==> src/rtl/svm_kernel_evaluator_unit_macros.svh <==
// assertion macros shared by the kernel evaluator modules
`ifndef SVM_KERNEL_EVALUATOR_UNIT_MACROS_SVH
`define SVM_KERNEL_EVALUATOR_UNIT_MACROS_SVH

// condition must never be seen at a clock edge outside reset
`define SVMK_ASSERT_NEVER(lbl, cond) \
	lbl: assert property (@(posedge clk) disable iff (!arst_n) !(cond)) \
		else $error("svmk check failed");

// consequent must hold in the same cycle as the antecedent
`define SVMK_ASSERT_IMPLIES(lbl, ante, cons) \
	lbl: assert property (@(posedge clk) disable iff (!arst_n) (ante) |-> (cons)) \
		else $error("svmk check failed");

// consequent must hold in the cycle after the antecedent
`define SVMK_ASSERT_NEXT(lbl, ante, cons) \
	lbl: assert property (@(posedge clk) disable iff (!arst_n) (ante) |=> (cons)) \
		else $error("svmk check failed");

`endif

==> src/rtl/svmk_pkg.sv <==
// types and constants shared by the kernel evaluator modules
package svmk_pkg;

	localparam int ELEM_WIDTH = 16;

	localparam logic [31:0] Q30_ONE = 32'h4000_0000;
	localparam logic signed [65:0] S32_MAX = 66'sd2147483647;
	localparam logic signed [65:0] S32_MIN = -66'sd2147483648;

	typedef enum logic [1:0] {
		MODE_LINEAR,
		MODE_POLY,
		MODE_GAUSS,
		MODE_TANH
	} kmode_t;

	typedef enum logic [1:0] {
		REG_MODE,
		REG_DEGREE,
		REG_SCALE,
		REG_OFFSET
	} creg_t;

	typedef struct packed {
		kmode_t             mode;
		logic [2:0]         degree;
		logic [23:0]        scale;
		logic signed [31:0] offset;
	} cfg_t;

	typedef struct packed {
		logic signed [ELEM_WIDTH-1:0] elem_a;
		logic signed [ELEM_WIDTH-1:0] elem_b;
		logic                         last_elem;
	} sample_t;

	typedef struct packed {
		logic signed [31:0] kernel_value;
		logic               saturated;
	} result_t;

	typedef struct packed {
		logic signed [31:0] val;
		logic               clip;
	} sat_t;

	function automatic sat_t sat32(logic signed [65:0] v);
		sat_t r;
		if (v > S32_MAX) begin
			r.val  = 32'sh7FFF_FFFF;
			r.clip = 1'b1;
		end else if (v < S32_MIN) begin
			r.val  = 32'sh8000_0000;
			r.clip = 1'b1;
		end else begin
			r.val  = v[31:0];
			r.clip = 1'b0;
		end
		return r;
	endfunction

endpackage

==> src/rtl/svmk_front.sv <==
// accumulate stage: one element pair per cycle while the sum queue has room, saturating sum of products or squares
`include "svm_kernel_evaluator_unit_macros.svh"
module svmk_front #(
	parameter int ACC_WIDTH = 48
) (
	input  logic                        clk,
	input  logic                        arst_n,
	input  svmk_pkg::kmode_t            mode,
	input  svmk_pkg::sample_t           sample,
	input  logic                        push,
	output logic                        full,
	output logic                        q_push,
	output logic signed [ACC_WIDTH-1:0] q_data,
	input  logic                        q_full
);
	import svmk_pkg::*;

	localparam int TW = 2*ELEM_WIDTH + 2;
	localparam int SW = ((ACC_WIDTH > TW) ? ACC_WIDTH : TW) + 1;
	localparam logic signed [SW-1:0] AMAX =
		$signed({{(SW-ACC_WIDTH+1){1'b0}}, {(ACC_WIDTH-1){1'b1}}});
	localparam logic signed [SW-1:0] AMIN = -AMAX - 1;

	logic signed [ACC_WIDTH-1:0]    acc_q;
	logic signed [2*ELEM_WIDTH-1:0] prod_ab;
	logic signed [ELEM_WIDTH:0]     diff;
	logic [ELEM_WIDTH:0]            udiff;
	logic [TW-1:0]                  sq;
	logic signed [SW-1:0]           sq_ext, term, sum;
	logic signed [ACC_WIDTH-1:0]    s_next;
	logic                           accept;

	always_comb begin
		prod_ab = sample.elem_a * sample.elem_b;
		diff    = (ELEM_WIDTH+1)'(sample.elem_a) - (ELEM_WIDTH+1)'(sample.elem_b);
		udiff   = diff[ELEM_WIDTH] ? (ELEM_WIDTH+1)'(-diff) : (ELEM_WIDTH+1)'(diff);
		sq      = TW'(udiff) * TW'(udiff);
		sq_ext  = $signed({{(SW-TW){1'b0}}, sq});
		if (mode == MODE_GAUSS) begin
			term = (sq_ext > AMAX) ? AMAX : sq_ext;
		end else begin
			term = SW'(prod_ab);
		end
		sum = SW'(acc_q) + term;
		if (sum > AMAX) begin
			s_next = AMAX[ACC_WIDTH-1:0];
		end else if (sum < AMIN) begin
			s_next = AMIN[ACC_WIDTH-1:0];
		end else begin
			s_next = sum[ACC_WIDTH-1:0];
		end
	end

	assign full   = q_full;
	assign accept = push && !q_full;
	assign q_push = accept && sample.last_elem;
	assign q_data = s_next;

	always_ff @(posedge clk or negedge arst_n) begin
		if (!arst_n) begin
			acc_q <= '0;
		end else if (accept) begin
			acc_q <= sample.last_elem ? '0 : s_next;
		end
	end

	`SVMK_ASSERT_NEXT(a_acc_cleared, accept && sample.last_elem, acc_q == '0)
endmodule

==> config.mk <==
export PLATFORM = sky130hd
export DESIGN_NAME = svmk_front
export DESIGN_NICKNAME = d
export VERILOG_FILES = /design/src/rtl/svmk_pkg.sv /design/src/rtl/svmk_front.sv
export VERILOG_INCLUDE_DIRS = /design/src /design/src/rtl
export SDC_FILE = /design/constraint.sdc
export NUM_CORES = 2
export LEC_CHECK = 0
export BUFFER_PORTS_ARGS = -buffer_cell sky130_fd_sc_hd__buf_4
export CAP_MARGIN = 20
export CORE_MARGIN = 2
export CORE_UTILIZATION = 55
export DETAILED_ROUTE_END_ITERATION = 16
export GPL_ROUTABILITY_DRIVEN = 0
export PLACE_DENSITY_LB_ADDON = 0.12
export SYNTH_ARGS = -nofsm -noshare
export SYNTH_HDL_FRONTEND = slang
export SYNTH_SLANG_ARGS = --single-unit
export TNS_END_PERCENT = 30
==> constraint.sdc <==
create_clock -name clk -period 32.5 [get_ports clk]
set_input_delay 3.25 -clock clk [delete_from_list [all_inputs] [get_ports clk]]
set_output_delay 3.25 -clock clk [all_outputs]
set_load 0.02 [all_outputs]
==> qor.csv <==
stage;metric;value;unit
sta;RSZ-0062 raised after global routing;no;
detailed_routing;Final ANT Viol Nets;0;
synth;Yosys warning total;0;
setup_path;cell family with the largest share of critical-path delay;adder cells;
sta;worst clock skew;0.008400;ns
status;status;finished clean;
synth;asr flop ratio synth;1.000;
global_route;initial antenna violation count;0;
synth;FF+latch count, synth;48;
synth;post-synthesis area per instance;8.443;um^2
final_layout;number of flip-flops in the largest register;48;
sta;setup TNS;0;ns
setup_path;Setup CP Type;in2out;
clocking;post-CTS setup buffer count;0;
sta;worst-margin pin slew;1.063;ns
synth;Synth Instances;2879;
detailed_routing;vias per cell;5.577;
sta;Max Fclk;0.05202;GHz
global_route;Total GRT Usage;0.2859;
global_route;first-pass GRT wire length;105400;um
setup_path;worst-path maximum fanout;27;
min_path;WHS Path Cells;2;
setup_path;most frequent CP cell;fa_1;
setup_path;Worst Path Buf+Inv;8;
floorplanning;I/O pin total;89;
run;max cap viols;0;
synth;top post-synthesis cells by count;622 x inv_1, 455 x fa_1, 329 x nand2_1;
place;HPWL Detailed;53410;um
clocking;TritonCTS Buffers;5;
sta;Max Slew Vio Count;0;
floorplanning;Die Width;214.2;um
clocking;H-tree Lvls;2;
clocking;TritonCTS clock tree;built;
detailed_routing;wire per inst;18.19;um
setup_path;Startpoint Class;input port;
synth;Yosys cell types;92;
floorplanning;die extent in y;214.2;um
detailed_routing;1st-iter DRT viols;1252;
floorplanning;row count;77;
clocking;CTS root buf;clkbuf_16;
synth;ys flop type;dfrtp_1;
floorplanning;floorplan core area;43930;um^2
synth;Synth top area share;0.3747;
final_layout;Final nets;3668;
place;Port Buffer Count;88;
sta;Rel. slew slack;0.2866;
clocking;CTS Sinks;48;
final_layout;Area growth syn-to-layout;5.611;%
final_layout;ratio of cells with drive above 1 in the final layout;0.05504;
setup_path;worst r2r path cells;12;
synth;Cell Area, Synth;24310;um^2
clocking;Clock transition at path regs;0.06;ns
min_path;worst hold-check path type;reg2reg;
synth;top-count cell post-synth;inv_1;
setup_path;Worst R2R End;acc_q[40]$_DFFE_PN0P_;
synth;Seq/Total Area, Yosys;0.04942;
setup_path;Arr. time, crit path;15.97;ns
setup_path;Worst Setup SP;sample[17];
sta;Finish-stage setup viols;0;
sta;Final Hold Fails;0;
final_layout;Antenna Cells;0;
clocking;PostCTS Resize Cnt;0;
floorplanning;Die Area;45890;um^2
clocking;CTS Buffer Depth;2;
setup_path;CP max stage cell;xnor2_1;
setup_path;Worst R2R Setup Slack;28.33;ns
detailed_routing;vias after detailed routing;19510;
synth;EDFF count, synth;0;
synth;Area contributors post-synth;fa_1 37%, ha_1 14%, inv_1 9.6%;
clocking;clk_lat worst skew;0.30;ns
final_layout;Largest Register;acc_q;
final_layout;biggest regs;acc_q (48);
detailed_routing;total routed wirelength;63640;um
setup_path;RR Startpoint;acc_q[0]$_DFFE_PN0P_;
global_route;pin count of the biggest net entering global routing;49;
global_route;vias in the first global route;20480;
detailed_routing;1st-pass router iterations;5;
detailed_routing;DR DRC count;0;
min_path;Worst Hold Endpoint;acc_q[35]$_DFFE_PN0P_;
setup_path;worst endpoint required time;29.25;ns
global_route;total grt overflow;0;
min_path;hold path start;acc_q[35]$_DFFE_PN0P_;
clocking;CTS Hold Buffers Added;0;
sta;Tmin final;19.22;ns
setup_path;Largest stage delay, worst path;0.67;ns
floorplanning;Starting Density;0.5533;
sta;period utilization;0.5915;
setup_path;Critical Path Sink Type;primary output;
synth;Synth area leader;fa_1;
## cell usage in the layout (no fill, tap or decap), types with 11 or more instances in the layout
master and instances:
nand2b_1 45, and2_1 76, nor2b_1 16, o21bai_1 16, a21oi_1 140, and3_1 11, o21ai_0 137, xnor2_1 73
nand4_1 15, xor2_1 48, nor3_1 18, a31oi_1 11, dfrtp_1 48, conb_1 12, a22o_1 27, o211ai_1 12
ha_1 268, fa_1 455, o21a_1 14, buf_4 105, nor2_1 159, nand3_1 40, nand2_1 329, or3_1 12
inv_1 622, a21o_1 37, a211oi_1 16
## worst max path at each step
stage                       to  slack, ns  cells after the start
finish              q_data[32]      13.28                     45
global route        q_data[24]      12.46                     46
CTS                 q_data[31]      13.17                     44
detailed placement  q_data[31]      13.24                     44
global placement    q_data[31]      13.79                     44
floorplan           q_data[22]      15.16                     44
## kinds of logic (layout without fill, tap and decap cells)
logic type / Yosys count / after routing / synth area share
xor gates and xnor gates: 124 / 124 / 0.04530
muxes: 4 / 4 / 0.001699
and+or+nand+nor: 759 / 759 / 0.1456
DFF: 48 / 48 / 0.04942
AOI/OAI and AO/OA: 495 / 495 / 0.1317
other: 2 / 12 / 0.0003090
adders and majority gates: 723 / 723 / 0.5127
buffers and inverters: 724 / 742 / 0.1133
## worst min-delay path, delay by kind of cell, from the launching register on
kind               cells  cell delay, ns
AOI/OAI and AO/OA      1            0.07
DFF                    1            0.35
and+or+nand+nor        1            0.05
## metrics by stage
step	area (um^2)	cells	setup slack [ns]	util	hold slack, ns
2_1_floorplan	24340	2889	15.16	-	0.4563
3_3_place_gp	25480	3489	13.79	0.5801	0.4774
3_5_place_dp	25480	3489	13.24	0.5801	0.4833
4_1_cts	25650	3497	13.17	0.5839	0.5025
5_1_grt	25670	3499	12.46	0.5843	0.5382
6_report	25670	3499	13.28	0.5843	0.4997
## layout make-up
class,instances,area (um^2)
multi-input cells,2117,20400
repair buffers,106,799.5
fillers,4063,18260
clock inverters,3,42.54
inverters,628,2357
flip-flops and latches,48,1201
clock buffers,5,125.1
well taps,592,740.7
## layer usage
layer / vias up / routed length (um) / track usage / share of wire
met2: 639 / 30300 / 0.4721 / 0.48
met4: 0 / 2280 / 0.08935 / 0.036
met5: - / 0 / 0 / 0
met1: 9665 / 26800 / 0.3921 / 0.42
met3: 113 / 4259 / 0.03943 / 0.067
li1: 9097 / - / - / -
Power is not shown: default switching activity piles up to over one toggle a cycle in this logic, so the estimate is an artifact.
