**src/rtl/svm_kernel_evaluator_unit_macros.svh**
```systemverilog
// assertion macros shared by the kernel evaluator modules
`ifndef SVM_KERNEL_EVALUATOR_UNIT_MACROS_SVH
`define SVM_KERNEL_EVALUATOR_UNIT_MACROS_SVH

// condition must never be seen at a clock edge outside reset
`define SVMK_ASSERT_NEVER(lbl, cond) \
	lbl: assert property (@(posedge clk) disable iff (!arst_n) !(cond)) \
		else $error("svmk check failed");

// consequent must hold in the same cycle as the antecedent
`define SVMK_ASSERT_IMPLIES(lbl, ante, cons) \
	lbl: assert property (@(posedge clk) disable iff (!arst_n) (ante) |-> (cons)) \
		else $error("svmk check failed");

// consequent must hold in the cycle after the antecedent
`define SVMK_ASSERT_NEXT(lbl, ante, cons) \
	lbl: assert property (@(posedge clk) disable iff (!arst_n) (ante) |=> (cons)) \
		else $error("svmk check failed");

`endif

```
**src/rtl/svmk_pkg.sv**
```systemverilog
// types and constants shared by the kernel evaluator modules
package svmk_pkg;

	localparam int ELEM_WIDTH = 16;

	localparam logic [31:0] Q30_ONE = 32'h4000_0000;
	localparam logic signed [65:0] S32_MAX = 66'sd2147483647;
	localparam logic signed [65:0] S32_MIN = -66'sd2147483648;

	typedef enum logic [1:0] {
		MODE_LINEAR,
		MODE_POLY,
		MODE_GAUSS,
		MODE_TANH
	} kmode_t;

	typedef enum logic [1:0] {
		REG_MODE,
		REG_DEGREE,
		REG_SCALE,
		REG_OFFSET
	} creg_t;

	typedef struct packed {
		kmode_t             mode;
		logic [2:0]         degree;
		logic [23:0]        scale;
		logic signed [31:0] offset;
	} cfg_t;

	typedef struct packed {
		logic signed [ELEM_WIDTH-1:0] elem_a;
		logic signed [ELEM_WIDTH-1:0] elem_b;
		logic                         last_elem;
	} sample_t;

	typedef struct packed {
		logic signed [31:0] kernel_value;
		logic               saturated;
	} result_t;

	typedef struct packed {
		logic signed [31:0] val;
		logic               clip;
	} sat_t;

	function automatic sat_t sat32(logic signed [65:0] v);
		sat_t r;
		if (v > S32_MAX) begin
			r.val  = 32'sh7FFF_FFFF;
			r.clip = 1'b1;
		end else if (v < S32_MIN) begin
			r.val  = 32'sh8000_0000;
			r.clip = 1'b1;
		end else begin
			r.val  = v[31:0];
			r.clip = 1'b0;
		end
		return r;
	endfunction

endpackage

```
**src/rtl/svmk_queue.sv**
```systemverilog
// two-entry queue of finished sums between the accumulate and function parts
`include "svm_kernel_evaluator_unit_macros.svh"
module svmk_queue #(
	parameter int DATA_W = 48
) (
	input  logic              clk,
	input  logic              arst_n,
	input  logic              push,
	input  logic [DATA_W-1:0] wdata,
	output logic              full,
	input  logic              pop,
	output logic              valid,
	output logic [DATA_W-1:0] rdata
);
	import svmk_pkg::*;

	localparam int DEPTH = 2;
	localparam int PW    = $clog2(DEPTH);

	logic [DATA_W-1:0] mem_q [DEPTH];
	logic [PW-1:0]     wptr_q, rptr_q;
	logic [PW:0]       count_q;

	assign full  = (count_q == (PW+1)'(DEPTH));
	assign valid = (count_q != '0);
	assign rdata = mem_q[rptr_q];

	always_ff @(posedge clk) begin
		if (push) begin
			mem_q[wptr_q] <= wdata;
		end
	end

	always_ff @(posedge clk or negedge arst_n) begin
		if (!arst_n) begin
			wptr_q  <= '0;
			rptr_q  <= '0;
			count_q <= '0;
		end else begin
			if (push) begin
				wptr_q <= wptr_q + 1'b1;
			end
			if (pop) begin
				rptr_q <= rptr_q + 1'b1;
			end
			if (push && !pop) begin
				count_q <= count_q + 1'b1;
			end else if (pop && !push) begin
				count_q <= count_q - 1'b1;
			end
		end
	end

	`SVMK_ASSERT_NEVER(a_no_overflow, push && full)
	`SVMK_ASSERT_NEVER(a_no_underflow, pop && !valid)
endmodule

```
**config.mk**
```make
export PLATFORM = sky130hd
export DESIGN_NAME = svmk_queue
export DESIGN_NICKNAME = d
export VERILOG_FILES = /design/src/rtl/svmk_pkg.sv /design/src/rtl/svmk_queue.sv
export VERILOG_INCLUDE_DIRS = /design/src /design/src/rtl
export SDC_FILE = /design/constraint.sdc
export NUM_CORES = 1
export LEC_CHECK = 0
export BUFFER_PORTS_ARGS = -buffer_cell sky130_fd_sc_hd__buf_2
export CAP_MARGIN = 20
export CORE_MARGIN = 2
export CORE_UTILIZATION = 50
export DETAILED_ROUTE_END_ITERATION = 8
export PLACE_DENSITY = 0.79
export SETUP_SLACK_MARGIN = 0.15
export SLEW_MARGIN = 20
export SYNTH_ARGS = -nofsm -noshare
export SYNTH_HDL_FRONTEND = slang
export SYNTH_SLANG_ARGS = --single-unit
```
**constraint.sdc**
```tcl
create_clock -name clk -period 3.9 [get_ports clk]
set_input_delay 0.78 -clock clk [delete_from_list [all_inputs] [get_ports clk]]
set_output_delay 0.78 -clock clk [all_outputs]
set_load 0.005 [all_outputs]
```
==> results of run 1 <==
[layer usage]
| metal | track usage [%] | wire [µm] | vias to the layer above |
|---|---|---|---|
| li1 | - | - | 866 |
| met1 | 16.67 | 2371 | 902 |
| met2 | 25.31 | 3019 | 66 |
| met3 | 5.029 | 358 | 8 |
| met4 | 6.923 | 81 | 0 |
| met5 | 0 | 0 | - |
[power groups by stage]
stage / Combinational [µW] / Sequential, µW / Clock, µW
3_3_place_gp: 860 / 1510 / 0
4_1_cts: 872 / 1500 / 620
2_1_floorplan: 564 / 1500 / 0
3_5_place_dp: 869 / 1530 / 0
5_1_grt: 926 / 1520 / 659
6_report: 851 / 1500 / 597
[layout make-up]
type	instances	share of cell area (%)
flip-flops and latches	100	66.10
multi-input cells	59	14.88
repair buffers	107	12.20
clock buffers	9	2.744
well taps	99	2.744
clock inverters	6	1.247
inverters	1	0.08315
[sequential cells by signal, summed over array words and instances, names as in the netlist]
| register | flops |
|---|---|
| wptr_q | 1 |
| mem_q | 96 |
| rptr_q | 1 |
| count_q | 2 |
[worst max path at each step]
stage / slack, ns / to / depth (start not counted)
after global routing: 1.32 / rdata[39] / 3
after floorplan: 0.53 / mem_q[0][0]$_DFFE_PP_ / 1
after CTS: 1.39 / rdata[39] / 3
after detailed placement: 1.52 / mem_q[0][46]$_DFFE_PP_ / 3
final: 1.43 / rdata[39] / 3
after global placement: 1.57 / mem_q[0][13]$_DFFE_PP_ / 3
[cells by family after synthesis]
family,Yosys count,synth area share [%]
fa+ha+maj,1,0.3382
flops,100,80.65
simple gates,5,0.7781
mux,48,15.63
buf+inv,6,1.421
xor+xnor,5,1.184
[cell usage in the layout, fill, tap and decap left out, types with 2 or more instances in the layout]
| cell type | n |
|---|---|
| clkinv_1 | 3 |
| clkbuf_8 | 9 |
| edfxtp_1 | 96 |
| buf_4 | 6 |
| mux2_2 | 38 |
| xor2_1 | 4 |
| buf_2 | 101 |
| clkinvlp_4 | 2 |
| mux2_4 | 10 |
| dfrtp_1 | 3 |
[through the flow]
stage / total power [µW] / worst slack [ns] / hold slack, ns / util [%]
floorplan: 2068 / 0.5296 / 0.4474 / -
global placement: 2375 / 1.569 / 0.4802 / 60.08
detailed placement: 2394 / 1.517 / 0.4933 / 60.08
CTS: 2995 / 1.392 / 0.2019 / 62.57
global route: 3106 / 1.323 / 0.1936 / 62.57
finish: 2948 / 1.428 / 0.2219 / 62.57
==> summary.md, run 1 <==
| Metric | Value |
|---|---|
| Least-Margin Pin Slew | `0.9360 ns` |
| Vias in the first global route | `1961` |
| Final ANT Viol Nets | `0` |
| Mapped Nets | `218` |
| Setup TNS | `0 ns` |
| Fin area | `4514 µm²` |
| Distinct cells, synth | `15` |
| Fin cells | `381` |
| Critical path's slowest cell | `dfrtp_2` |
| Max Cap Viol | `0` |
| P&R area growth vs syn | `22.06%` |
| Wire length per cell | `15.30 µm` |
| Synth area leader | `edfxtp_1` |
| Drt first pass iters | `5` |
| CTS root buffer | `clkbuf_8` |
| Synthesized area per cell | `22.42 µm²` |
| Switching Fraction | `26.31%` |
| CP Max Fanout | `21` |
| Most common flop cell mapped by yosys | `edfxtp_1` |
| Top cells by area, synth | `edfxtp_1 (78%), mux2_2 (12%), mux2_4 (4.1%)` |
| Post-CTS resize count | `0` |
| Post-Route Skew | `0.007429 ns` |
| Worst VDD drop | `357.0 µV` |
| Crit path launch | `rptr_q$_DFFE_PN0P_` |
| Slew Limit Fails | `0` |
| Placed Area | `4334 µm²` |
| CP delay by family, top | `buffers and inverters` |
| Placed cells | `366` |
| WP data arrival | `1.69 ns` |
| Die X | `90.01 µm` |
| PwrDens | `653.1 nW/µm²` |
| DP Wirelength | `4032 µm` |
| Combinational share of power | `28.9%` |
| H-tree Lvls | `3` |
| Final wirelength | `5831 µm` |
| Setup CP Type | `register to primary output` |
| CTS tree | `done` |
| Status | `finished, final reports clean` |
| Core area | `7214 µm²` |
| Num CTS Buffers | `9` |
| Setup violators final | `0` |
| Reg2Reg Depth | `2` |
| DRC viols | `0` |
| Initial Util | `51.27%` |
| Largest stage delay on the critical path | `0.46 ns` |
| Number of diodes | `0` |
| Largest net degree at the start of global routing | `33` |
| Initial antenna violation count | `0` |
| Syn Inst Count | `165` |
| First-pass GRT wire length | `9032 µm` |
| Yosys reg bits | `100` |
| Power share of the sequential group | `50.9%` |
| Post-layout min period | `2.472 ns` |
| Max transition margin | `37.47%` |
| Die height | `90.01 µm` |
| I/O Buffers | `101` |
| Critical R2R Capture | `mem_q[0][46]$_DFFE_PP_` |
| Launching point of the worst reg2reg path | `wptr_q$_DFFE_PN0P_` |
| Global route overflow | `0` |
| Reg-to-reg slack, setup | `2.08 ns` |
| # hold bufs at CTS | `0` |
| Post-CTS setup buffer count | `0` |
| Overall Global Routing Usage | `14.77%` |
| Netlist Area Pre-Place | `3699 µm²` |
| Layout cells sized above 1 | `60.64%` |
| Most frequent cell after synthesis | `edfxtp_1` |
| Power Internal | `2173 µW` |
| Crit share post-route | `63.38%` |
| Total Die Area | `8101 µm²` |
| Async SR Flop Fraction | `4.000%` |
| Total number of vias | `1842` |
| Sequential cell area | `2984 µm²` |
| Post-synthesis sequential area ratio | `80.65%` |
| Cell Rows | `31` |
| Worst Path Buf+Inv | `2` |
| Clock Pin Slew Worst Setup and Hold Paths | `0.08 ns` |
| Net Switching | `775.6 µW` |
| Power share of the clock group | `20.2%` |
| DR vias/cell | `4.835` |
| Footprint of the multi-input gates | `671.9 µm²` |
| Clock tree buffer depth | `2` |
| Critical path cell sequence | `buf_4 > mux2_2 > buf_2` |
| Fillers | `562` |
| Startpoint Class | `register` |
| Leak | `0.001740 µW` |
| Final nets | `331` |
| WP data required | `3.12 ns` |
| Synth top area share | `77.94%` |
| I/O pin total | `102` |
| Worst-Skew Late Latency | `0.34 ns` |
| Unrepaired setup endpoints after global routing | `false` |
| CTS sink cnt | `100` |
| Fmax | `0.4046 GHz` |
| Drt first-iter violations | `75` |
| Yosys warns | `0` |
| Gpl congestion | `0.7062` |
| Crit path capture type | `primary output` |
| Endpoints failing hold | `0` |
| Worst hold path type | `input port to async pin` |
| Post-synth top cells | `edfxtp_1 (96), mux2_2 (38), mux2_4 (10)` |
| Post-synth EDFFs | `96` |
(Power assumes the default switching activity.)
==> run 2: changes to the inputs <==
clock period = 2.6 ns   (was 3.9 ns; I/O delays follow)
==> run 2 against run 1 <==
Cell area rose by 0.78%. Worst hold slack improved by 0.14 ns. Register-to-register slack got worse by 1.1 ns. Clock power rose by 55%. Combinational power rose by 55%. Non-clock buffer count rose by 1. Core utilization rose by 0.49 points. Highest routed layer unchanged.
==> summary.md, run 2 (synthesis results as in run 1) <==
| Metric | Value |
|---|---|
| Status | `finished, final reports clean` |
| Crit path capture type | `primary output` |
| Fmax | `0.4631 GHz` |
| Startpoint Class | `register` |
| Overall Global Routing Usage | `15.17%` |
| Slew Limit Fails | `0` |
| Launching point of the worst reg2reg path | `wptr_q$_DFFE_PN0P_` |
| Worst VDD drop | `528.1 µV` |
| Leak | `0.001748 µW` |
| Post-CTS resize count | `0` |
| Worst-Skew Late Latency | `0.34 ns` |
| Clock tree buffer depth | `2` |
| Most frequent cells in the layout | `buf_2 (101), edfxtp_1 (96), mux2_2 (38)` |
| DRC viols | `0` |
| Number of flip-flops in the largest register | `96` |
| First-pass GRT wire length | `9370 µm` |
| WP data required | `2.08 ns` |
| Die height | `90.01 µm` |
| Number of diodes | `0` |
| Least-Margin Pin Slew | `0.5771 ns` |
| Reg2Reg Depth | `2` |
| Max Cap Viol | `0` |
| Setup TNS | `0 ns` |
| Layout cells sized above 1 | `61.27%` |
| CP Max Fanout | `30` |
| Global route overflow | `0` |
| WP data arrival | `1.64 ns` |
| Post-layout min period | `2.159 ns` |
| Setup violators final | `0` |
| I/O Buffers | `101` |
| Drt first-iter violations | `75` |
| Fillers | `540` |
| PwrDens | `983.4 nW/µm²` |
| Total Die Area | `8101 µm²` |
| I/O pin total | `102` |
| Final ANT Viol Nets | `0` |
| Clock Pin Slew Worst Setup and Hold Paths | `0.09 ns` |
| Post-Route Skew | `0.008752 ns` |
| DR vias/cell | `4.875` |
| Max transition margin | `61.44%` |
| Sequential cell area | `2984 µm²` |
| Hold path depth | `1` |
| Final nets | `332` |
| Hold EP | `mem_q[0][38]$_DFFE_PP_` |
| Largest net degree at the start of global routing | `31` |
| Unrepaired setup endpoints after global routing | `false` |
| Final wirelength | `6043 µm` |
| Initial antenna violation count | `0` |
| Die X | `90.01 µm` |
| Cell Rows | `31` |
| Setup CP Type | `register to primary output` |
| CTS sink cnt | `100` |
| Crit path launch | `rptr_q$_DFFE_PN0P_` |
| Largest regs | `mem_q (96), count_q (2)` |
| Core area | `7214 µm²` |
| Critical R2R Capture | `mem_q[0][21]$_DFFE_PP_` |
| Footprint of the multi-input gates | `671.9 µm²` |
| CTS root buffer | `clkbuf_8` |
| Drt first pass iters | `4` |
| H-tree Lvls | `3` |
| Biggest register | `mem_q` |
| Wire length per cell | `15.78 µm` |
| Commonest non-fill, non-tap cell in the layout | `buf_2` |
| Gpl congestion | `0.7182` |
| P&R area growth vs syn | `23.00%` |
| Total number of vias | `1867` |
| Initial Util | `51.27%` |
| Reg-to-reg slack, setup | `0.99 ns` |
| Endpoints failing hold | `0` |
| Crit share post-route | `83.06%` |
| Num CTS Buffers | `9` |
| Worst hold path type | `input port to register` |
| DP Wirelength | `4195 µm` |
| Final Util | `63.06%` |
| Vias in the first global route | `1957` |
| Min-delay src | `wdata[38]` |
| CTS tree | `done` |
## run 2: layout make-up
type / instances / area share (%)
sequential: 100 / 65.59
multi-input combinational: 59 / 14.77
timing repair buffer: 108 / 12.60
clock buffer: 10 / 2.805
tap: 99 / 2.723
clock inverter: 6 / 1.430
inverter: 1 / 0.08251
## run 2: worst max-delay path by stage
stage / to / cells past startpoint
floorplan: mem_q[0][0]$_DFFE_PP_ / 1
global placement: mem_q[0][26]$_DFFE_PP_ / 3
detailed placement: mem_q[0][20]$_DFFE_PP_ / 3
CTS: rdata[41] / 3
global route: rdata[41] / 3
finish: rdata[41] / 3
## run 2: what timing repair did
| action | in CTS | in global routing |
|---|---|---|
| endpoints found under the hold margin | 4 | 0 |
| setup buffers | 0 | 0 |
| hold buffers | 1 | 0 |
## run 2: worst max-delay path: stages, from the launching register on
cell	delay, ns
dfrtp_2	0.36
buf_4	0.38
mux2_2	0.40
buf_2	0.14
## run 2: metal layers
layer	GRT usage, %	share of wire, %
met1	19.04	43
met2	25.19	50
met3	4.862	7.0
met4	5.000	0.55
met5	0	0
## run 2: where the power goes
part           switching, µW  internal [µW]
Clock                    483            443
Combinational            619            702
Sequential              88.5           2140
## run 2: metrics by stage
step / hold slack, ns / total power, µW / cell area (µm²) / cells / setup WS (ns)
6_report: 0.3631 / 4474 / 4549 / 383 / 0.4405
5_1_grt: 0.3380 / 4708 / 4549 / 383 / 0.3579
4_1_cts: 0.3442 / 4536 / 4549 / 383 / 0.4049
3_5_place_dp: 0.3348 / 3611 / 4347 / 366 / 0.7122
3_3_place_gp: 0.3326 / 3576 / 4347 / 366 / 0.7836
2_1_floorplan: 0.2244 / 3098 / 3701 / 165 / 0.3851
