--- src/rtl/svm_kernel_evaluator_unit_macros.svh ---
// assertion macros shared by the kernel evaluator modules
`ifndef SVM_KERNEL_EVALUATOR_UNIT_MACROS_SVH
`define SVM_KERNEL_EVALUATOR_UNIT_MACROS_SVH

// condition must never be seen at a clock edge outside reset
`define SVMK_ASSERT_NEVER(lbl, cond) \
	lbl: assert property (@(posedge clk) disable iff (!arst_n) !(cond)) \
		else $error("svmk check failed");

// consequent must hold in the same cycle as the antecedent
`define SVMK_ASSERT_IMPLIES(lbl, ante, cons) \
	lbl: assert property (@(posedge clk) disable iff (!arst_n) (ante) |-> (cons)) \
		else $error("svmk check failed");

// consequent must hold in the cycle after the antecedent
`define SVMK_ASSERT_NEXT(lbl, ante, cons) \
	lbl: assert property (@(posedge clk) disable iff (!arst_n) (ante) |=> (cons)) \
		else $error("svmk check failed");

`endif

--- src/rtl/svmk_pkg.sv ---
// types and constants shared by the kernel evaluator modules
package svmk_pkg;

	localparam int ELEM_WIDTH = 16;

	localparam logic [31:0] Q30_ONE = 32'h4000_0000;
	localparam logic signed [65:0] S32_MAX = 66'sd2147483647;
	localparam logic signed [65:0] S32_MIN = -66'sd2147483648;

	typedef enum logic [1:0] {
		MODE_LINEAR,
		MODE_POLY,
		MODE_GAUSS,
		MODE_TANH
	} kmode_t;

	typedef enum logic [1:0] {
		REG_MODE,
		REG_DEGREE,
		REG_SCALE,
		REG_OFFSET
	} creg_t;

	typedef struct packed {
		kmode_t             mode;
		logic [2:0]         degree;
		logic [23:0]        scale;
		logic signed [31:0] offset;
	} cfg_t;

	typedef struct packed {
		logic signed [ELEM_WIDTH-1:0] elem_a;
		logic signed [ELEM_WIDTH-1:0] elem_b;
		logic                         last_elem;
	} sample_t;

	typedef struct packed {
		logic signed [31:0] kernel_value;
		logic               saturated;
	} result_t;

	typedef struct packed {
		logic signed [31:0] val;
		logic               clip;
	} sat_t;

	function automatic sat_t sat32(logic signed [65:0] v);
		sat_t r;
		if (v > S32_MAX) begin
			r.val  = 32'sh7FFF_FFFF;
			r.clip = 1'b1;
		end else if (v < S32_MIN) begin
			r.val  = 32'sh8000_0000;
			r.clip = 1'b1;
		end else begin
			r.val  = v[31:0];
			r.clip = 1'b0;
		end
		return r;
	endfunction

endpackage

--- src/rtl/svmk_div.sv ---
// restoring divider, one quotient bit per cycle
`include "svm_kernel_evaluator_unit_macros.svh"
module svmk_div (
	input  logic        clk,
	input  logic        arst_n,
	input  logic        start,
	input  logic [47:0] dividend,
	input  logic [31:0] divisor,
	output logic        busy,
	output logic        done,
	output logic [47:0] quot
);
	import svmk_pkg::*;

	logic [47:0] dvd_q;
	logic [31:0] rem_q, div_q;
	logic [5:0]  cnt_q;
	logic        busy_q, done_q;
	logic [32:0] trial;
	logic        qbit;

	always_comb begin
		trial = {rem_q, dvd_q[47]};
		qbit  = (trial >= {1'b0, div_q});
	end

	always_ff @(posedge clk) begin
		if (start) begin
			dvd_q <= dividend;
			div_q <= divisor;
			rem_q <= '0;
		end else if (busy_q) begin
			rem_q <= qbit ? 32'(trial - {1'b0, div_q}) : trial[31:0];
			dvd_q <= {dvd_q[46:0], qbit};
		end
	end

	always_ff @(posedge clk or negedge arst_n) begin
		if (!arst_n) begin
			busy_q <= 1'b0;
			done_q <= 1'b0;
			cnt_q  <= '0;
		end else begin
			done_q <= 1'b0;
			if (start) begin
				busy_q <= 1'b1;
				cnt_q  <= 6'd48;
			end else if (busy_q) begin
				cnt_q <= cnt_q - 1'b1;
				if (cnt_q == 6'd1) begin
					busy_q <= 1'b0;
					done_q <= 1'b1;
				end
			end
		end
	end

	assign busy = busy_q;
	assign done = done_q;
	assign quot = dvd_q;

	`SVMK_ASSERT_NEVER(a_done_not_busy, done_q && busy_q)
endmodule

--- src/rtl/svmk_back.sv ---
// function sequencer: applies the kernel function to one finished sum at a time
`include "svm_kernel_evaluator_unit_macros.svh"
module svmk_back #(
	parameter int ACC_WIDTH = 48
) (
	input  logic                        clk,
	input  logic                        arst_n,
	input  svmk_pkg::cfg_t              cfg,
	input  logic                        q_valid,
	input  logic signed [ACC_WIDTH-1:0] q_data,
	output logic                        q_pop,
	output logic                        res_valid,
	output svmk_pkg::result_t           res,
	input  logic                        res_pop
);
	import svmk_pkg::*;

	// ceil(2^32/6) and ceil(2^32/24): exact floor division for series terms below 2^29
	localparam logic signed [32:0] RECIP6  = 33'sd715827883;
	localparam logic signed [32:0] RECIP24 = 33'sd178956971;

	typedef enum logic [4:0] {
		S_IDLE, S_PREP, S_PMUL, S_PACC, S_GHI, S_GLO, S_GSUM,
		S_EZ2, S_EZ3, S_EZ4, S_EZ5, S_ED3, S_ED4, S_ESQ, S_ESQA,
		S_EFIN, S_TDIV, S_OUT
	} state_t;

	state_t                      state_q;
	logic signed [ACC_WIDTH-1:0] s_q;
	logic signed [31:0]          p_q, u_q;
	logic                        flag_q, neg_q;
	logic [3:0]                  cnt_q;
	logic [41:0]                 hi_q;
	logic [31:0]                 z_q, z2_q, z3_q, z4_q, d3_q, e_q;
	logic signed [65:0]          prod_q;
	result_t                     pend_q, out_q;
	logic                        out_valid_q;

	logic signed [32:0] mul_a, mul_b;
	logic signed [65:0] sum_w, u_w, v_w, mag_w;
	logic [2:0]         deg_eff;
	sat_t               u_sat, p_sat, lin_sat;
	logic [60:0]        gsum;
	logic signed [33:0] e_new;
	logic [32:0]        e_round;
	logic [31:0]        den, num;
	logic [16:0]        t_mag;
	logic               div_start, div_busy, div_done;
	logic [47:0]        div_dividend, div_quot;
	logic [31:0]        div_divisor;
	logic               take_out;

	// per-sum helper values
	always_comb begin
		sum_w   = 66'(s_q) >>> 8;
		u_w     = sum_w + 66'sd65536;
		u_sat   = sat32(u_w);
		lin_sat = sat32(sum_w);
		p_sat   = sat32(prod_q >>> 16);
		v_w     = sum_w - 66'(cfg.offset);
		mag_w   = v_w[65] ? -v_w : v_w;
		if (cfg.degree == 3'd0) begin
			deg_eff = 3'd1;
		end else if (cfg.degree > 3'd4) begin
			deg_eff = 3'd4;
		end else begin
			deg_eff = cfg.degree;
		end
		gsum    = {1'b0, hi_q, 18'b0} + 61'(prod_q[41:0]);
		e_new   = 34'(Q30_ONE) - 34'(z_q) + 34'(z2_q >> 1) - 34'(d3_q)
			+ 34'(prod_q[63:32]);
		e_round = (33'(e_q) + 33'd8192) >> 14;
		den     = Q30_ONE + e_q;
		num     = Q30_ONE - e_q;
		t_mag   = div_quot[16:0];
	end

	// shared multiplier operand select
	always_comb begin
		mul_a = '0;
		mul_b = '0;
		unique case (state_q)
			S_PMUL: begin
				mul_a = 33'(p_q);
				mul_b = 33'(u_q);
			end
			S_GHI: begin
				mul_a = {15'b0, sum_w[35:18]};
				mul_b = {9'b0, cfg.scale};
			end
			S_GLO: begin
				mul_a = {15'b0, sum_w[17:0]};
				mul_b = {9'b0, cfg.scale};
			end
			S_EZ2: begin
				mul_a = {1'b0, z_q};
				mul_b = {1'b0, z_q};
			end
			S_EZ3, S_EZ4: begin
				mul_a = {1'b0, prod_q[61:30]};
				mul_b = {1'b0, z_q};
			end
			// z^3/6 and z^4/24 by reciprocal multiplication
			S_EZ5: begin
				mul_a = {1'b0, z3_q};
				mul_b = RECIP6;
			end
			S_ED3: begin
				mul_a = {1'b0, z4_q};
				mul_b = RECIP24;
			end
			S_ESQ: begin
				mul_a = {1'b0, e_q};
				mul_b = {1'b0, e_q};
			end
			default: begin
				mul_a = '0;
				mul_b = '0;
			end
		endcase
	end

	// divider launch for the tanh quotient
	always_comb begin
		div_start    = 1'b0;
		div_dividend = '0;
		div_divisor  = '0;
		unique case (state_q)
			S_EFIN: begin
				div_start    = (cfg.mode == MODE_TANH);
				div_dividend = {num, 16'b0} + 48'(den >> 1);
				div_divisor  = den;
			end
			default: begin
				div_start = 1'b0;
			end
		endcase
	end

	svmk_div u_div (
		.clk      (clk),
		.arst_n   (arst_n),
		.start    (div_start),
		.dividend (div_dividend),
		.divisor  (div_divisor),
		.busy     (div_busy),
		.done     (div_done),
		.quot     (div_quot)
	);

	assign q_pop    = (state_q == S_IDLE) && q_valid;
	assign take_out = (state_q == S_OUT) && (!out_valid_q || res_pop);

	always_ff @(posedge clk) begin
		prod_q <= mul_a * mul_b;
	end

	always_ff @(posedge clk or negedge arst_n) begin
		if (!arst_n) begin
			state_q     <= S_IDLE;
			out_valid_q <= 1'b0;
			cnt_q       <= '0;
		end else begin
			if (take_out) begin
				out_valid_q <= 1'b1;
			end else if (res_pop) begin
				out_valid_q <= 1'b0;
			end
			unique case (state_q)
				S_IDLE: begin
					if (q_valid) begin
						s_q     <= q_data;
						state_q <= S_PREP;
					end
				end
				S_PREP: begin
					unique case (cfg.mode)
						MODE_LINEAR: begin
							pend_q  <= {lin_sat.val, lin_sat.clip};
							state_q <= S_OUT;
						end
						MODE_POLY: begin
							p_q    <= u_sat.val;
							u_q    <= u_sat.val;
							flag_q <= u_sat.clip;
							cnt_q  <= 4'(deg_eff - 3'd1);
							if (deg_eff == 3'd1) begin
								pend_q  <= {u_sat.val, u_sat.clip};
								state_q <= S_OUT;
							end else begin
								state_q <= S_PMUL;
							end
						end
						MODE_GAUSS: begin
							if (s_q < 0 || cfg.scale == '0) begin
								z_q     <= '0;
								state_q <= S_EZ2;
							end else if (sum_w[65:36] != '0) begin
								pend_q  <= '0;
								state_q <= S_OUT;
							end else begin
								state_q <= S_GHI;
							end
						end
						MODE_TANH: begin
							neg_q <= v_w[65];
							if (mag_w[65:19] != '0) begin
								e_q     <= '0;
								state_q <= S_EFIN;
							end else begin
								z_q     <= {6'b0, mag_w[18:0], 7'b0};
								state_q <= S_EZ2;
							end
						end
					endcase
				end
				S_PMUL: begin
					state_q <= S_PACC;
				end
				S_PACC: begin
					p_q    <= p_sat.val;
					flag_q <= flag_q | p_sat.clip;
					if (cnt_q == 4'd1) begin
						pend_q  <= {p_sat.val, flag_q | p_sat.clip};
						state_q <= S_OUT;
					end else begin
						cnt_q   <= cnt_q - 1'b1;
						state_q <= S_PMUL;
					end
				end
				S_GHI: begin
					state_q <= S_GLO;
				end
				S_GLO: begin
					hi_q    <= prod_q[41:0];
					state_q <= S_GSUM;
				end
				S_GSUM: begin
					if (gsum[60:36] != '0) begin
						pend_q  <= '0;
						state_q <= S_OUT;
					end else begin
						z_q     <= {6'b0, gsum[35:16], 6'b0};
						state_q <= S_EZ2;
					end
				end
				S_EZ2: begin
					state_q <= S_EZ3;
				end
				S_EZ3: begin
					z2_q    <= prod_q[61:30];
					state_q <= S_EZ4;
				end
				S_EZ4: begin
					z3_q    <= prod_q[61:30];
					state_q <= S_EZ5;
				end
				S_EZ5: begin
					z4_q    <= prod_q[61:30];
					state_q <= S_ED3;
				end
				S_ED3: begin
					d3_q    <= prod_q[63:32];
					state_q <= S_ED4;
				end
				S_ED4: begin
					e_q     <= e_new[31:0];
					cnt_q   <= 4'd8;
					state_q <= S_ESQ;
				end
				S_ESQ: begin
					state_q <= S_ESQA;
				end
				S_ESQA: begin
					e_q <= prod_q[61:30];
					if (cnt_q == 4'd1) begin
						state_q <= S_EFIN;
					end else begin
						cnt_q   <= cnt_q - 1'b1;
						state_q <= S_ESQ;
					end
				end
				S_EFIN: begin
					if (cfg.mode == MODE_TANH) begin
						state_q <= S_TDIV;
					end else begin
						pend_q  <= {e_round[31:0], 1'b0};
						state_q <= S_OUT;
					end
				end
				S_TDIV: begin
					if (div_done) begin
						pend_q  <= {(neg_q ? -32'(t_mag) : 32'(t_mag)), 1'b0};
						state_q <= S_OUT;
					end
				end
				S_OUT: begin
					if (take_out) begin
						out_q   <= pend_q;
						state_q <= S_IDLE;
					end
				end
				default: begin
					state_q <= S_IDLE;
				end
			endcase
		end
	end

	assign res_valid = out_valid_q;
	assign res       = out_q;

	`SVMK_ASSERT_IMPLIES(a_div_start_idle, div_start, !div_busy)
endmodule

--- config.mk ---
export PLATFORM = sky130hd
export DESIGN_NAME = svmk_back
export DESIGN_NICKNAME = d
export VERILOG_FILES = /design/src/rtl/svmk_pkg.sv /design/src/rtl/svmk_div.sv /design/src/rtl/svmk_back.sv
export VERILOG_INCLUDE_DIRS = /design/src /design/src/rtl
export SDC_FILE = /design/constraint.sdc
export NUM_CORES = 2
export LEC_CHECK = 0
export BUFFER_PORTS_ARGS = -buffer_cell sky130_fd_sc_hd__buf_2
export CELL_PAD_IN_SITES_DETAIL_PLACEMENT = 1
export CELL_PAD_IN_SITES_GLOBAL_PLACEMENT = 1
export CORE_MARGIN = 1
export CORE_UTILIZATION = 40
export DETAILED_ROUTE_END_ITERATION = 12
export GPL_TIMING_DRIVEN = 0
export PLACE_DENSITY_LB_ADDON = 0.1
export SKIP_LAST_GASP = 1
export SLEW_MARGIN = 15
export SYNTH_ARGS = -nofsm -noshare
export SYNTH_HDL_FRONTEND = slang
export SYNTH_SLANG_ARGS = --single-unit
export TNS_END_PERCENT = 5
--- constraint.sdc ---
create_clock -name clk -period 10.78 [get_ports clk]
set_clock_uncertainty 0.1 [all_clocks]
set_input_delay 0.539 -clock clk [delete_from_list [all_inputs] [get_ports clk]]
set_output_delay 0.539 -clock clk [all_outputs]
set_load 0.02 [all_outputs]
==> flow_summary.yaml <==
logic_synthesis:
  syn-cell-area_um2: 74500
  ys_dominant_reg_cell: "edfxtp_1"
  synth_edf_count: 473
  syn_inst: 8009
  synth-async-reset-ratio_pct: 3.06
  synthDominantAreaCellType: "fa_1"
  synth_top_area_share_pct: 32.3
  post_synth_main_area_contributors: "fa_1 (32%), edfxtp_1 (19%), inv_1 (7.6%), ha_1 (6.9%), nand2_1 (4.7%)"
  postSynthNetCount: 9736
  yosys_register_bits: 589
  yosys.cell_types.count: 101
  synth_warnings: 0
  seq_area_frac_synth_pct: 22.3
  syn-mean-instance-area_um2: 9.31
worst_hold_path:
  worstHoldPathCells: 3
  worst_hold_path.endpoint: "res_valid"
  hp-class: "primary input to register"
  holdCritStartpoint: "res_pop"
setup_path:
  worstSetupPathType: "register to register"
  worst_ep_required_time_ns: 11.27
  timing.reg2reg.worst_path_depth: 43
  worst_setup_path_end_kind: "register"
  rrSetupSlack_ns: 0.09
  start_kind: "register"
  timing.critical_path.arrival_ns: 11.17
  critical_path.slowest_cell: "fa_2"
  critical_path.max_stage_delay_ns: 0.60
  reg2reg_to: "prod_q[51]"
  timing.rr.start: "state_q[4]"
  worstPathMaxFanout: 10
floorplanning:
  fp.dieH_um: 434
  fp.dieArea_um2: 188000
  standard_cell_rows: 158
  start_util_pct: 40.2
  core_area_um2: 185000
  dieWidth_um: 434
  number_of_top_level_pins: 148
global_route:
  grt_overflow: 0
  grt_usage_pct: 37.7
  pin_count_of_the_biggest_net_entering_global_routing: 36
  grt_pass1_vias: 66300
  grt_antenna_before_repair: 28
  grt_first_pass_wirelength_um: 496000
sta:
  final_min_period_ns: 10.69
  final_max_slew_viol_count: 0
  setup_viol_count_final: 0
  tightestPinTransition_ns: 1.35
  timing.max_slew.rel_slack_pct: 9.98
  fin_setup_tns_ns: 0
  hold_viol: 0
  hold_slack_ns: 0.110
  fmax_mhz: 93.6
  timing.final.crit_share_pct: 99.2
  finalWorstSetupSlack_ns: 0.0915
  grt_setup_unrepaired: "true"
finish:
  multi_input_area_um2: 52300
  final_common_cell: "inv_1"
  drive_gt1_share_pct: 11.0
  filler_cell_count: 21100
  finish.cell_count_without_fillers: 11000
  finish.net_count: 10200
  syn2layout_area_growth_pct: 14.9
  mostFrequentLayoutCells: "inv_1 (1,509), fa_1 (1,190), nand2_1 (915)"
  final-seq-area_um2: 16600
run_status:
  run_status: "completed"
drt:
  dr_total_vias: 63900
  routed-wl-met3_um: 39100
  average_wire_length_per_cell_after_detail_routing_um: 32.0
  postRouteAntennaNets: 0
  drt-met1-wl_um: 146000
  vias_per_cell: 5.82
  drt_iter0_drcs: 7127
  dr.pass1.iters: 6
  detail_route.wirelength_um: 352000
  highest-signal-layer: "met5"
  routed-wl-met2_um: 148000
  remaining_drc_errors: 0
clocking:
  tritoncts_num_sinks: 589
  clockBufferDepth: 3
  clk_root_buffer_cell: "clkbuf_16"
  worstSkewPairLatency_ns: 0.67
  path_clk_slew_ns: 0.07
  cts_buffers: 66
  cts-htree-levels: 3
  cts_tree: "built"
placed_design:
  dp.final_hpwl_um: 288000
  placed_cells_incl_taps: 10700
  preCtsSetupSlack_ns: -4.75
  port-buffer-count: 139
  place.gp.congestion: 1.07
run:
  maxCapViolCount: 0
how the worst max path moves through the flow:
stage          startpoint    endpoint  slack [ns]  depth (start not counted)
6_report       state_q[4]  prod_q[51]        0.09                         43
2_1_floorplan  state_q[2]  prod_q[62]        0.07                         35
4_1_cts        state_q[0]  prod_q[51]       -0.02                         40
5_1_grt        state_q[4]  prod_q[59]       -0.05                         39
3_3_place_gp   state_q[0]  prod_q[65]      -11.40                         33
3_5_place_dp   state_q[2]  prod_q[59]       -4.75                         36
final cells by class:
class	instances	share of cell area, %
sequential	589	19.4
clock inverter	41	0.676
tap	2480	3.62
buffer	335	2.66
clock buffer	81	2.07
antenna	3	0.00877
inverter	1518	6.66
multi-input combinational	5537	61.1
timing repair buffer	397	3.78
cell families (layout without fill, tap and decap cells):
logic type	count (synthesis)	count (layout)	share of synthesized area [%]
simple gates	2365	2365	14.0
buf+inv	1883	2372	9.50
fa+ha+maj	1615	1615	39.2
compound gates	1210	1210	10.8
flops	589	589	22.3
xor+xnor	286	286	3.37
mux	61	61	0.851
other cells	0	3	0
registers in the layout, summed over array words and instances, names as in the netlist, 33 cells and up:
name,count
hi_q,42
pend_q,33
prod_q,66
res,33
s_q,40
u_div.quot,48
per-layer routing:
layer / GRT usage, % / up-vias
met5: 0 / -
met4: 16.3 / 18
met3: 10.5 / 702
met2: 54.7 / 3074
met1: 52.4 / 33400
li1: - / 26600
stage by stage:
| step | cell area, um^2 | util (%) |
|---|---|---|
| finish | 85600 | 46.2 |
| global route | 85600 | 46.2 |
| CTS | 84800 | 45.8 |
| detailed placement | 80000 | 43.2 |
| global placement | 78300 | 42.3 |
| floorplan | 74500 | - |
cells in the mapped netlist, types with 50 or more instances:
cell type / n
nor2_1: 827
o21ai_0: 226
edfxtp_1: 473
nand2_1: 938
a21oi_1: 325
nor3_1: 79
nand4_1: 59
ha_1: 412
inv_1: 1515
xnor2_1: 165
fa_1: 1202
dfxtp_1: 98
clkbuf_1: 324
nand2b_1: 74
xor2_1: 120
a21o_1: 115
nand3_1: 85
and3_1: 50
and2_1: 61
repair_timing:
action	CTS	global route
pin swaps	47	62
setup endpoints to repair	51	18
hold buffers	41	0
gates resized for setup	469	208
endpoints found under the hold margin	58	0
buffers inserted	67	57
gates cloned	0	0
worst max-delay path: cells and delay by family (launching register included):
family / cells / cell delay, ns
AO/OA/AOI/OAI: 10 / 2.31
XOR/XNOR: 1 / 0.21
adder cells (fa/ha/maj): 9 / 4.22
buffers and inverters: 15 / 2.17
flip-flops: 1 / 0.38
AND/OR/NAND/NOR: 8 / 1.16
Power is left out: the tool's default activity adds up to more than one toggle a clock period on the data nets, which glitch-free logic cannot reach.
